<file path="config.mk">
export PLATFORM = sky130hd
export DESIGN_NAME = bra_ctrl
export DESIGN_NICKNAME = d
export VERILOG_FILES = /design/src/design/bra_pkg.sv /design/src/design/bra_ctrl.sv
export SDC_FILE = /design/constraint.sdc
export NUM_CORES = 1
export LEC_CHECK = 0
export ABC_AREA = 0
export BUFFER_PORTS_ARGS = -buffer_cell sky130_fd_sc_hd__buf_4
export CORE_AREA = 2 2 39 41
export DETAILED_ROUTE_END_ITERATION = 10
export DIE_AREA = 0 0 41 43
export GPL_ROUTABILITY_DRIVEN = 0
export GPL_TIMING_DRIVEN = 0
export PLACE_DENSITY = 0.65
export SYNTH_ARGS = -nofsm -noshare
export SYNTH_HDL_FRONTEND = slang
export SYNTH_SLANG_ARGS = --single-unit
export TNS_END_PERCENT = 100
</file>
<file path="constraint.sdc">
create_clock -name i_clk -period 1.6 [get_ports i_clk]
set_input_delay 0.24 -clock i_clk [delete_from_list [all_inputs] [get_ports i_clk]]
set_output_delay 0.24 -clock i_clk [all_outputs]
set_load 0.05 [all_outputs]
</file>
<file path="src/design/bra_pkg.sv">
// bra_pkg: shared types, codes and constants of the bitmap run allocator
// no dependencies; compiled first

package bra_pkg;

    localparam int ACT_W     = 3;
    localparam int LEN_W     = 13;
    localparam int IDX_W     = 12;
    localparam int CFG_W     = 7;

    localparam int WORDS_DEF     = 64;
    localparam int WORD_BITS_DEF = 64;

    localparam logic [CFG_W-1:0] CFG_RESET = 7'd64;

    localparam logic [ACT_W-1:0] ACT_ALLOC    = 3'd0;
    localparam logic [ACT_W-1:0] ACT_SET      = 3'd1;
    localparam logic [ACT_W-1:0] ACT_CLEAR    = 3'd2;
    localparam logic [ACT_W-1:0] ACT_NEXT_ZERO = 3'd3;
    localparam logic [ACT_W-1:0] ACT_NEXT_ONE = 3'd4;

    typedef enum logic [1:0] {
        PH_FIND = 2'd0,
        PH_FILL = 2'd1,
        PH_SCAN = 2'd2
    } t_phase;

    typedef enum logic [4:0] {
        ST_CLEAR = 5'b00001,
        ST_IDLE  = 5'b00010,
        ST_SEEK  = 5'b00100,
        ST_RD    = 5'b01000,
        ST_EX    = 5'b10000
    } t_state;

    typedef struct packed {
        logic load;
        logic seek_step;
        logic rd;
        logic ex;
        logic clr;
        logic reject;
    } t_cmd;

    typedef struct packed {
        logic bad;
        logic seek_done;
        logic ex_done;
        logic clr_done;
    } t_stat;

endpackage

</file>
<file path="src/design/bra_ctrl.sv">
// bra_ctrl: sequencing state machine of the allocator
// depends on bra_pkg; drives commands into bra_dp and reads its status

module bra_ctrl (
    input  logic            i_clk,
    input  logic            i_rst_n,
    input  logic            i_in_valid,
    output logic            o_in_ready,
    output logic            o_out_valid,
    input  logic            i_out_ready,
    input  bra_pkg::t_stat  i_stat,
    output bra_pkg::t_cmd   o_cmd
);

    bra_pkg::t_state r_state, n_state;
    logic            r_ovalid, n_ovalid;
    logic            can_fin;
    logic            fin;

    assign can_fin     = !r_ovalid || i_out_ready;
    assign o_in_ready  = (r_state == bra_pkg::ST_IDLE);
    assign o_out_valid = r_ovalid;

    always_comb begin
        n_state = r_state;
        o_cmd   = '0;
        case (r_state)
            bra_pkg::ST_CLEAR: begin
                o_cmd.clr = 1'b1;
                if (i_stat.clr_done) begin
                    n_state = bra_pkg::ST_IDLE;
                end
            end
            bra_pkg::ST_IDLE: begin
                if (i_in_valid) begin
                    o_cmd.load = 1'b1;
                    n_state    = bra_pkg::ST_SEEK;
                end
            end
            bra_pkg::ST_SEEK: begin
                if (i_stat.bad) begin
                    if (can_fin) begin
                        o_cmd.reject = 1'b1;
                        n_state      = bra_pkg::ST_IDLE;
                    end
                end else if (i_stat.seek_done) begin
                    n_state = bra_pkg::ST_RD;
                end else begin
                    o_cmd.seek_step = 1'b1;
                end
            end
            bra_pkg::ST_RD: begin
                o_cmd.rd = 1'b1;
                n_state  = bra_pkg::ST_EX;
            end
            bra_pkg::ST_EX: begin
                if (i_stat.ex_done) begin
                    if (can_fin) begin
                        o_cmd.ex = 1'b1;
                        n_state  = bra_pkg::ST_IDLE;
                    end
                end else begin
                    o_cmd.ex = 1'b1;
                    n_state  = bra_pkg::ST_RD;
                end
            end
            default: begin
                n_state = bra_pkg::ST_IDLE;
            end
        endcase
    end

    assign fin = o_cmd.reject || (o_cmd.ex && i_stat.ex_done);

    always_comb begin
        if (fin) begin
            n_ovalid = 1'b1;
        end else if (i_out_ready) begin
            n_ovalid = 1'b0;
        end else begin
            n_ovalid = r_ovalid;
        end
    end

    always_ff @(posedge i_clk) begin
        if (!i_rst_n) begin
            r_state  <= bra_pkg::ST_CLEAR;
            r_ovalid <= 1'b0;
        end else begin
            r_state  <= n_state;
            r_ovalid <= n_ovalid;
        end
    end

endmodule

</file>
==> qor.yml, run 1 <==
rsz0062_at_grt: "true"
leakage_nw: 0.295
drcViolationCount: 0
synth_area_per_cell_um2: 9.28
synthCells: 48
cp_cell_sequence: "or2_1 > buf_6 > nor4_4 > buf_6"
ys_ff_latch: 6
finalSetupViolations: 4
relSlewSlack_pct: 68.8
n_fill_cell: 135
post-route-period-util_pct: 105
final_net_count: 81
ir_drop_uv: 519
finalPower_w: 0.000422
clk_pin_slew_worst_paths_ps: 40
grtUsageTotal_pct: 15.1
reg2regPathDepth: 6
hold_path_class: "in -> reg"
die_h_um: 43
cts_root_buffer: "clkbuf_4"
cts_tree: "yes"
min_path_cells: 2
ys_seq_area_share_pct: 27.0
cts_hold_buf: 0
io_buffers: 15
drive_above_1_share_pct: 60.6
num_io_pins: 16
die_w_um: 41
antenna_found_initial: 0
start_util_pct: 32.2
drv_slew: 0
core_um2: 1380
routedWlPerCell_um: 12.4
synth_fp_nets: 56
outcome: "finished, violations left"
hold_start: "i_rst_n"
slowest_stage: "dfxtp_4"
regToRegStartpoint: "r_state[1]"
drt_iter0_markers: 3
grt_pass1_vias: 407
power.density_nw_per_um2: 574
multiInputGateArea_um2: 357
clock.fmax_mhz: 594
vias_per_cell: 5.16
fin_skew_ps: 0.260
cp-start-kind: "flop"
worst_path_most_repeated_cell: "buf_6"
clk_latency_ps: 240
tightestPinTransition_ps: 467
critical_path_required_ps: 1360
crit_buf_inv: 2
detailed_place_hpwl_um: 836
die-area_um2: 1760
violations: "negative setup slack"
htreeDepth: 1
area_growth_pct: 65.2
syn_area_um2: 445
hold_path_end: "r_state[2]"
worstReg2RegEnd: "r_state[2]"
fin_ws_ps: -83.4
routed-via-count: 449
crit_fanout: 7
grt_max_degree: 9
regArea_um2: 130
critPathTopFamily: "simple AND/OR/NAND/NOR gates"
drtAntennaViolNets: 0
final_hold_viol_count: 0
arrival_ps: 1440
r2r_slack_ps: 190
ys_warn_count: 0
critical_path.max_stage_delay_ps: 330
grt_pass1_wl_um: 1770
gr-total-overflow: 0
max_cap_violations: 0
clock_path_buffers: 2
rows: 14
ys_types: 33
drt_pre_antenna_iters: 2
cts_buffers: 3
cts_sinks: 6
antenna_cells: 0
final_util_pct: 53.2
end_kind: "output port"
timing.final.crit_period_ps: 1680
crit_type: "reg -> out"
drt-total-wl_um: 1080
[Yosys cell counts, drive strengths merged]
cell,number,area share (%)
nor2,4,3.4
a21oi,3,3.4
nor2b,2,2.8
o22ai,1,1.4
buf,2,3.7
o2111ai,1,2.0
a31oi,1,1.4
nand2b,2,2.8
nor3,2,3.4
a211oi,1,1.7
a21bo,1,2.2
or2,2,3.4
xor2,1,2.0
inv,2,1.7
o2bb2ai,1,2.0
dfxtp,6,27
nor4b,2,7.3
and3,2,3.1
nand2,1,0.84
o21a,1,1.7
nor4,4,12
and4,1,2.0
a2bb2oi,1,3.4
o31a,1,2.0
and2,2,2.8
nand3,1,1.1
[metal layers]
metal	share of wire [%]	track usage [%]
met1	49	22.9
met2	48	19.1
met3	2.1	1.57
met4	0.74	10.0
met5	0	0
[registers in the layout, summed over array words and instances (netlist names)]
register     cells
r_state          5
o_out_valid      1
[power by group]
part	internal, W	leakage [nW]	total, W	switching (W)
Clock	0.0000844	0.0138	0.000133	0.0000484
Sequential	0.000155	0.0508	0.000161	0.00000663
Combinational	0.0000572	0.230	0.000128	0.0000710
Total	0.000296	0.295	0.000422	0.000126
[how the worst max path moves through the flow]
stage | from | to | slack (ps) | depth (start not counted)
floorplan | r_state[1] | r_state[1] | -150 | 5
global placement | r_state[3] | o_cmd[4] | 70 | 3
detailed placement | r_state[3] | o_cmd[4] | 70 | 3
CTS | r_state[4] | o_cmd[4] | -150 | 4
global route | r_state[3] | o_cmd[4] | -120 | 3
finish | r_state[1] | o_cmd[4] | -80 | 4
[repair_timing]
action                     in CTS  in global routing
hold endpoints to repair        0                  0
setup endpoints to repair       5                  6
pin swaps                       2                  4
resized for setup              12                  7
setup buffers                   3                  2
[area by class of cell]
cell class	instances	area share [%]
sequential	6	17.7
inverter	2	1.02
timing repair buffer	20	24.5
multi-input combinational	38	48.5
tap	16	2.72
clock buffer	3	3.06
buffer	2	2.55
[cells in the final DEF, fill, tap and decap left out, drive strengths merged, types with 2 or more instances in the layout]
cell type	netlist	layout
inv	2	2
dfxtp	6	6
nand2b	2	2
nor2b	2	2
nor2	4	4
buf	2	22
or2	2	2
and2	2	2
nor4	4	4
and3	2	2
nor4b	2	2
nor3	2	2
a21oi	3	3
clkbuf	0	3
[cells by family (layout without fill, tap and decap cells)]
kind of cell | after synthesis | count (layout) | synth area share, %
xor+xnor | 1 | 1 | 1.97
buf+inv | 4 | 27 | 5.34
simple gates | 25 | 25 | 44.7
flops | 6 | 6 | 27.0
compound gates | 12 | 12 | 21.1
[through the flow]
| stage | cells | setup TNS (ps) | setup slack (ps) | hold WS [ps] | area [um^2] |
|---|---|---|---|---|---|
| 2_1_floorplan | 48 | -184 | -151 | 357 | 485 |
| 3_3_place_gp | 79 | 0 | 73.7 | 479 | 618 |
| 3_5_place_dp | 79 | 0 | 71.1 | 481 | 618 |
| 4_1_cts | 85 | -294 | -149 | 227 | 698 |
| 5_1_grt | 87 | -425 | -124 | 238 | 736 |
| 6_report | 87 | -218 | -83.4 | 240 | 736 |
Power figures use the tool's default switching activity.
==> run 2, diff against run 1 <==
--- a/config.mk
+++ b/config.mk
@@ -6,7 +6,7 @@
 export NUM_CORES = 1
 export LEC_CHECK = 0
 export ABC_AREA = 0
-export BUFFER_PORTS_ARGS = -buffer_cell sky130_fd_sc_hd__buf_4
+export BUFFER_PORTS_ARGS = -buffer_cell sky130_fd_sc_hd__buf_2
 export CORE_AREA = 2 2 39 41
 export DETAILED_ROUTE_END_ITERATION = 10
 export DIE_AREA = 0 0 41 43
==> run 2 against run 1 <==
The flow still finishes with violations (negative setup slack). Routed wire length increased by 13%. Clock power about the same. Worst hold slack improved by 19 ps. Total power increased by 3.8%. Critical path type unchanged. Critical endpoint is now o_cmd[1]. Largest power group unchanged.
==> qor.yml, run 2 (synthesis results as in run 1) <==
die-area_um2: 1760  # unchanged
detailed_place_hpwl_um: 823  # -1.6%
rows: 14  # unchanged
drtAntennaViolNets: 0  # unchanged
final_hold_viol_count: 0  # unchanged
cts_root_buffer: "clkbuf_4"
clk_pin_slew_worst_paths_ps: 40  # about the same
violations: "negative setup slack"
drcViolationCount: 0  # unchanged
sequentialPowerShare_pct: 37.1  # -1.1 points
grt_pass1_wl_um: 1990  # +12%
clock.fmax_mhz: 607  # +2.2%
max_cap_violations: 0  # unchanged
instances_no_fill: 91  # +4.6%
p_clk_share_pct: 29.9  # -1.6 points
clock_path_buffers: 2  # unchanged
critical_path_required_ps: 1360  # about the same
drt_iter0_markers: 1  # -2
finalSetupViolations: 4  # unchanged
final_net_count: 85  # +4.9%
grt_max_degree: 9  # unchanged
placed_cells: 79  # unchanged
p_comb_share_pct: 33.0  # +2.6 points
area_growth_pct: 70.8
placed_cell_area_um2: 581  # -6.1%
fin_area_um2: 761  # +3.4%
arrival_ps: 1410  # -30 ps
p_int_w: 0.000304  # +2.6%
fin_skew_ps: 0.408  # +0.148 ps
drt_pre_antenna_iters: 2  # unchanged
drive_above_1_share_pct: 64.0  # +3.4 points
leakage_nw: 0.311  # +5.4%
drt-total-wl_um: 1220  # +13%
regMostFlops: "r_state"
switchingPower_w: 0.000134  # +6.6%
largest_register_ffs: 5  # unchanged
ir_drop_uv: 301  # -42%
outcome: "finished, violations left"
clk_latency_ps: 230  # about the same
routedWlPerCell_um: 13.4  # +7.6%
end_kind: "output port"
n_fill_cell: 133  # -1.5%
start_util_pct: 32.2  # unchanged
routed-via-count: 460  # +2.4%
post-route-period-util_pct: 103  # -2.3 points
gr-total-overflow: 0  # unchanged
antenna_found_initial: 0  # unchanged
fin_ws_ps: -47.2  # +36.2 ps
num_io_pins: 16  # unchanged
die_h_um: 43  # unchanged
multiInputGateArea_um2: 372  # +4.2%
timing.final.crit_period_ps: 1650  # -36.2 ps
vias_per_cell: 5.05  # -2.1%
cts_sinks: 6  # unchanged
cts_buffers: 3  # unchanged
cp-start-kind: "flop"
htreeDepth: 1  # unchanged
core_um2: 1380  # unchanged
hold_path_class: "in -> reg"
grt_pass1_vias: 480  # +18%
io_buffers: 15  # unchanged
cts_hold_buf: 0  # unchanged
p_sw_share_pct: 30.6  # +0.80 points
cts_tree: "yes"
relSlewSlack_pct: 68.8  # about the same
grtUsageTotal_pct: 16.5  # +1.4 points
tightestPinTransition_ps: 468  # +0.999 ps
layout_common_cells: "buf_2, buf_4, buf_6"
crit_fanout: 7  # unchanged
regArea_um2: 133  # +1.9%
power.density_nw_per_um2: 576  # +0.37%
antenna_cells: 0  # unchanged
crit_type: "reg -> out"
die_w_um: 41  # unchanged
drv_slew: 0  # unchanged
rsz0062_at_grt: "true"
==> run 2: power groups by stage <==
stage	Sequential [W]	Combinational [W]	Clock, W
4_1_cts	0.000161	0.000129	0.000139
5_1_grt	0.000163	0.000154	0.000142
2_1_floorplan	0.000166	0.0000800	0
3_5_place_dp	0.000168	0.000104	0
6_report	0.000162	0.000145	0.000131
3_3_place_gp	0.000168	0.000102	0
==> run 2: final timing paths <==
path / start / to / slack [ps] / depth (start not counted)
worst max-delay path: r_state[4] / o_cmd[1] / -50 / 4
worst min-delay path: i_rst_n / r_state[2] / 260 / 2
worst max register to register: r_state[4] / r_state[1] / 130 / 6
worst min register to register: r_state[0] / r_state[1] / 620 / 2
==> run 2: routing by layer <==
| metal | track usage, % | up-vias | routed length [um] |
|---|---|---|---|
| li1 | - | 236 | - |
| met1 | 20.7 | 213 | 518 |
| met2 | 26.6 | 9 | 638 |
| met3 | 1.57 | 2 | 35 |
| met4 | 8.00 | 0 | 22 |
| met5 | 0 | - | 0 |
==> run 2: stage by stage <==
step                      hold slack (ps)  power (W)  util (%)  worst slack [ps]  TNS, ps
after floorplan                       357   0.000246         -              -151     -184
after global placement                502   0.000270      42.0              24.4        0
after detailed placement              503   0.000273      42.0              25.0        0
after CTS                             256   0.000430      50.5              -122     -307
after global routing                  279   0.000459      55.0             -98.9     -341
final                                 260   0.000438      55.0             -47.2     -154
==> run 2: critical path: stages, from the launching register on <==
cell	delay [ps]
dfxtp_4	340
or2_1	230
buf_6	150
nor4b_4	250
buf_6	200
==> run 2: area by class of cell <==
class                   count  area share [%]
plain buffers               2            2.96
clock buffers               3            2.96
inverters                   2           0.987
multi-input cells          38            48.8
flip-flops and latches      6            17.4
well taps                  16            2.63
repair buffers             24            24.2
==> run 2: timing repair <==
action | 4_1_cts | 5_1_grt
endpoints found under the hold margin | 0 | 0
setup buffers | 5 | 4
endpoints found under the setup margin | 6 | 7
gates cloned | 0 | 0
resized for setup | 20 | 9
pin swaps | 5 | 6
==> run 3, diff against run 2 <==
--- a/config.mk
+++ b/config.mk
@@ -10,10 +10,9 @@
 export CORE_AREA = 2 2 39 41
 export DETAILED_ROUTE_END_ITERATION = 10
 export DIE_AREA = 0 0 41 43
-export GPL_ROUTABILITY_DRIVEN = 0
 export GPL_TIMING_DRIVEN = 0
 export PLACE_DENSITY = 0.65
 export SYNTH_ARGS = -nofsm -noshare
 export SYNTH_HDL_FRONTEND = slang
 export SYNTH_SLANG_ARGS = --single-unit
-export TNS_END_PERCENT = 100
+export TNS_END_PERCENT = 1
==> run 3 against run 2 <==
The run still ends with negative setup slack left. Cell count is 5.5% lower. Count of clock-buffer cells in the layout stayed put. Utilization is 6.2 points lower. Die area stayed put. Via count is 5.9% lower. Worst setup slack worse by 8.9 ps. First-iteration DRC count grew to 5.0 times the previous value. Critical path type unchanged. Largest power group unchanged. Design area is 11% lower. Highest routed layer is now met3. Total power is 5.4% lower.
==> qor.yml, run 3 (synthesis results as in run 1) <==
layout_common_cells: "buf_2, buf_4, buf_6"
finalSetupViolations: 4  # unchanged
final_hold_viol_count: 0  # unchanged
rows: 14  # unchanged
arrival_ps: 1420  # about the same
reg2regPathDepth: 6  # unchanged
p_comb_share_pct: 29.3  # -3.7 points
antenna_cells: 0  # unchanged
grt_pass1_wl_um: 1610  # -19%
p_clk_share_pct: 31.9  # +2.0 points
min_path_cells: 2  # unchanged
gr-total-overflow: 0  # unchanged
regMostFlops: "r_state"
relSlewSlack_pct: 70.2  # +1.4 points
p_int_w: 0.000290  # -4.6%
drt-total-wl_um: 1080  # -12%
core_um2: 1380  # unchanged
crit_type: "reg -> out"
start_util_pct: 32.2  # unchanged
die_w_um: 41  # unchanged
fin_area_um2: 674  # -11%
clock.fmax_mhz: 604  # -0.54%
place_congestion: 0.677
antenna_found_initial: 0  # unchanged
outcome: "finished, violations left"
instances_no_fill: 86  # -5.5%
area_growth_pct: 51.4
placed_cells: 79  # unchanged
largest_register_ffs: 5  # unchanged
grt_pass1_vias: 406  # -15%
cp-start-kind: "flop"
drt_iter0_markers: 5  # +4
cts_tree: "yes"
drv_slew: 0  # unchanged
mostFrequentLayoutCell: "buf_2"
end_kind: "output port"
clk_latency_ps: 240  # about the same
fin_skew_ps: 2.66  # +2.25 ps
drtAntennaViolNets: 0  # unchanged
detailed_place_hpwl_um: 808  # -1.7%
grt_max_degree: 9  # unchanged
sequentialPowerShare_pct: 38.9  # +1.8 points
num_io_pins: 16  # unchanged
cts_root_buffer: "clkbuf_4"
holdWs_ps: 269  # +9.33 ps
finalPower_w: 0.000415  # -5.4%
io_buffers: 15  # unchanged
max_cap_violations: 0  # unchanged
crit_fanout: 6  # -1
hold_path_class: "in -> reg"
violations: "negative setup slack"
htreeDepth: 1  # unchanged
tightestPinTransition_ps: 446  # -21.4 ps
drt_pre_antenna_iters: 2  # unchanged
drive_above_1_share_pct: 52.9  # -11 points
clk_pin_slew_worst_paths_ps: 40  # about the same
vias_per_cell: 5.03  # -0.40%
power.density_nw_per_um2: 615  # +6.7%
routedWlPerCell_um: 12.5  # -6.4%
placed_cell_area_um2: 573  # -1.3%
switchingPower_w: 0.000125  # -7.2%
post-route-period-util_pct: 104  # +0.55 points
p_sw_share_pct: 30.1  # -0.57 points
grtUsageTotal_pct: 13.5  # -3.0 points
clock_path_buffers: 2  # unchanged
critical_path_required_ps: 1360  # about the same
rsz0062_at_grt: "true"
timing.final.crit_period_ps: 1660  # +8.87 ps
n_fill_cell: 137  # +3.0%
routed-via-count: 433  # -5.9%
fin_ws_ps: -56.1  # -8.87 ps
die_h_um: 43  # unchanged
drcViolationCount: 0  # unchanged
cts_buffers: 3  # unchanged
setup_tns_ps: -156  # -1.89 ps
die-area_um2: 1760  # unchanged
leakage_nw: 0.275  # -11%
cts_sinks: 6  # unchanged
final_net_count: 80  # -5.9%
ir_drop_uv: 326  # +8.2%
==> run 3: per-stage QoR <==
step,utilization [%],setup slack [ps]
final,48.7,-56.1
after CTS,48.4,-123
after detailed placement,41.4,9.58
after global placement,41.4,-3.11
after global routing,48.7,-107
after floorplan,-,-169
==> run 3: critical path, cell delays in order, from the launching register on <==
cell and delay, ps:
dfxtp_4 330, or2_1 230, buf_6 150, nor4_4 260, buf_6 200
==> run 3: worst paths after layout <==
check             slack, ps       start          to
hold / removal          270     i_rst_n  r_state[2]
setup / recovery        -60  r_state[4]    o_cmd[4]
setup reg to reg        160  r_state[4]  r_state[1]
hold reg to reg         600  r_state[0]  r_state[1]
==> run 3: cell type report <==
| type | instances | area (um^2) | area share (%) |
|---|---|---|---|
| Clock buffer | 3 | 22.5 | 3.34 |
| Inverter | 2 | 7.51 | 1.11 |
| Timing Repair Buffer | 19 | 141 | 21.0 |
| Buffer | 2 | 18.8 | 2.78 |
| Sequential cell | 6 | 130 | 19.3 |
| Tap cell | 16 | 20.0 | 2.97 |
| Multi-Input combinational cell | 38 | 334 | 49.5 |
==> run 3: repair_timing <==
action | CTS | global route
pin swaps | 2 | 2
endpoints found under the setup margin | 6 | 7
setup buffers | 4 | 0
hold buffers | 0 | 0
resized for setup | 16 | 3
==> run 3: power by group through the flow <==
stage	Combinational, W	Sequential, W	Clock [W]
2_1_floorplan	0.0000796	0.000165	0
3_3_place_gp	0.000102	0.000167	0
3_5_place_dp	0.000103	0.000167	0
4_1_cts	0.000120	0.000160	0.000142
5_1_grt	0.000129	0.000162	0.000145
6_report	0.000121	0.000161	0.000132
==> run 3: layer usage <==
| metal | part of all wire, % | vias to the layer above | track usage [%] |
|---|---|---|---|
| met2 | 53 | 5 | 20.0 |
| met3 | 1.3 | 0 | 0 |
| met1 | 46 | 199 | 17.9 |
| met5 | 0 | - | 0 |
| met4 | 0 | 0 | 10.0 |
| li1 | - | 229 | - |
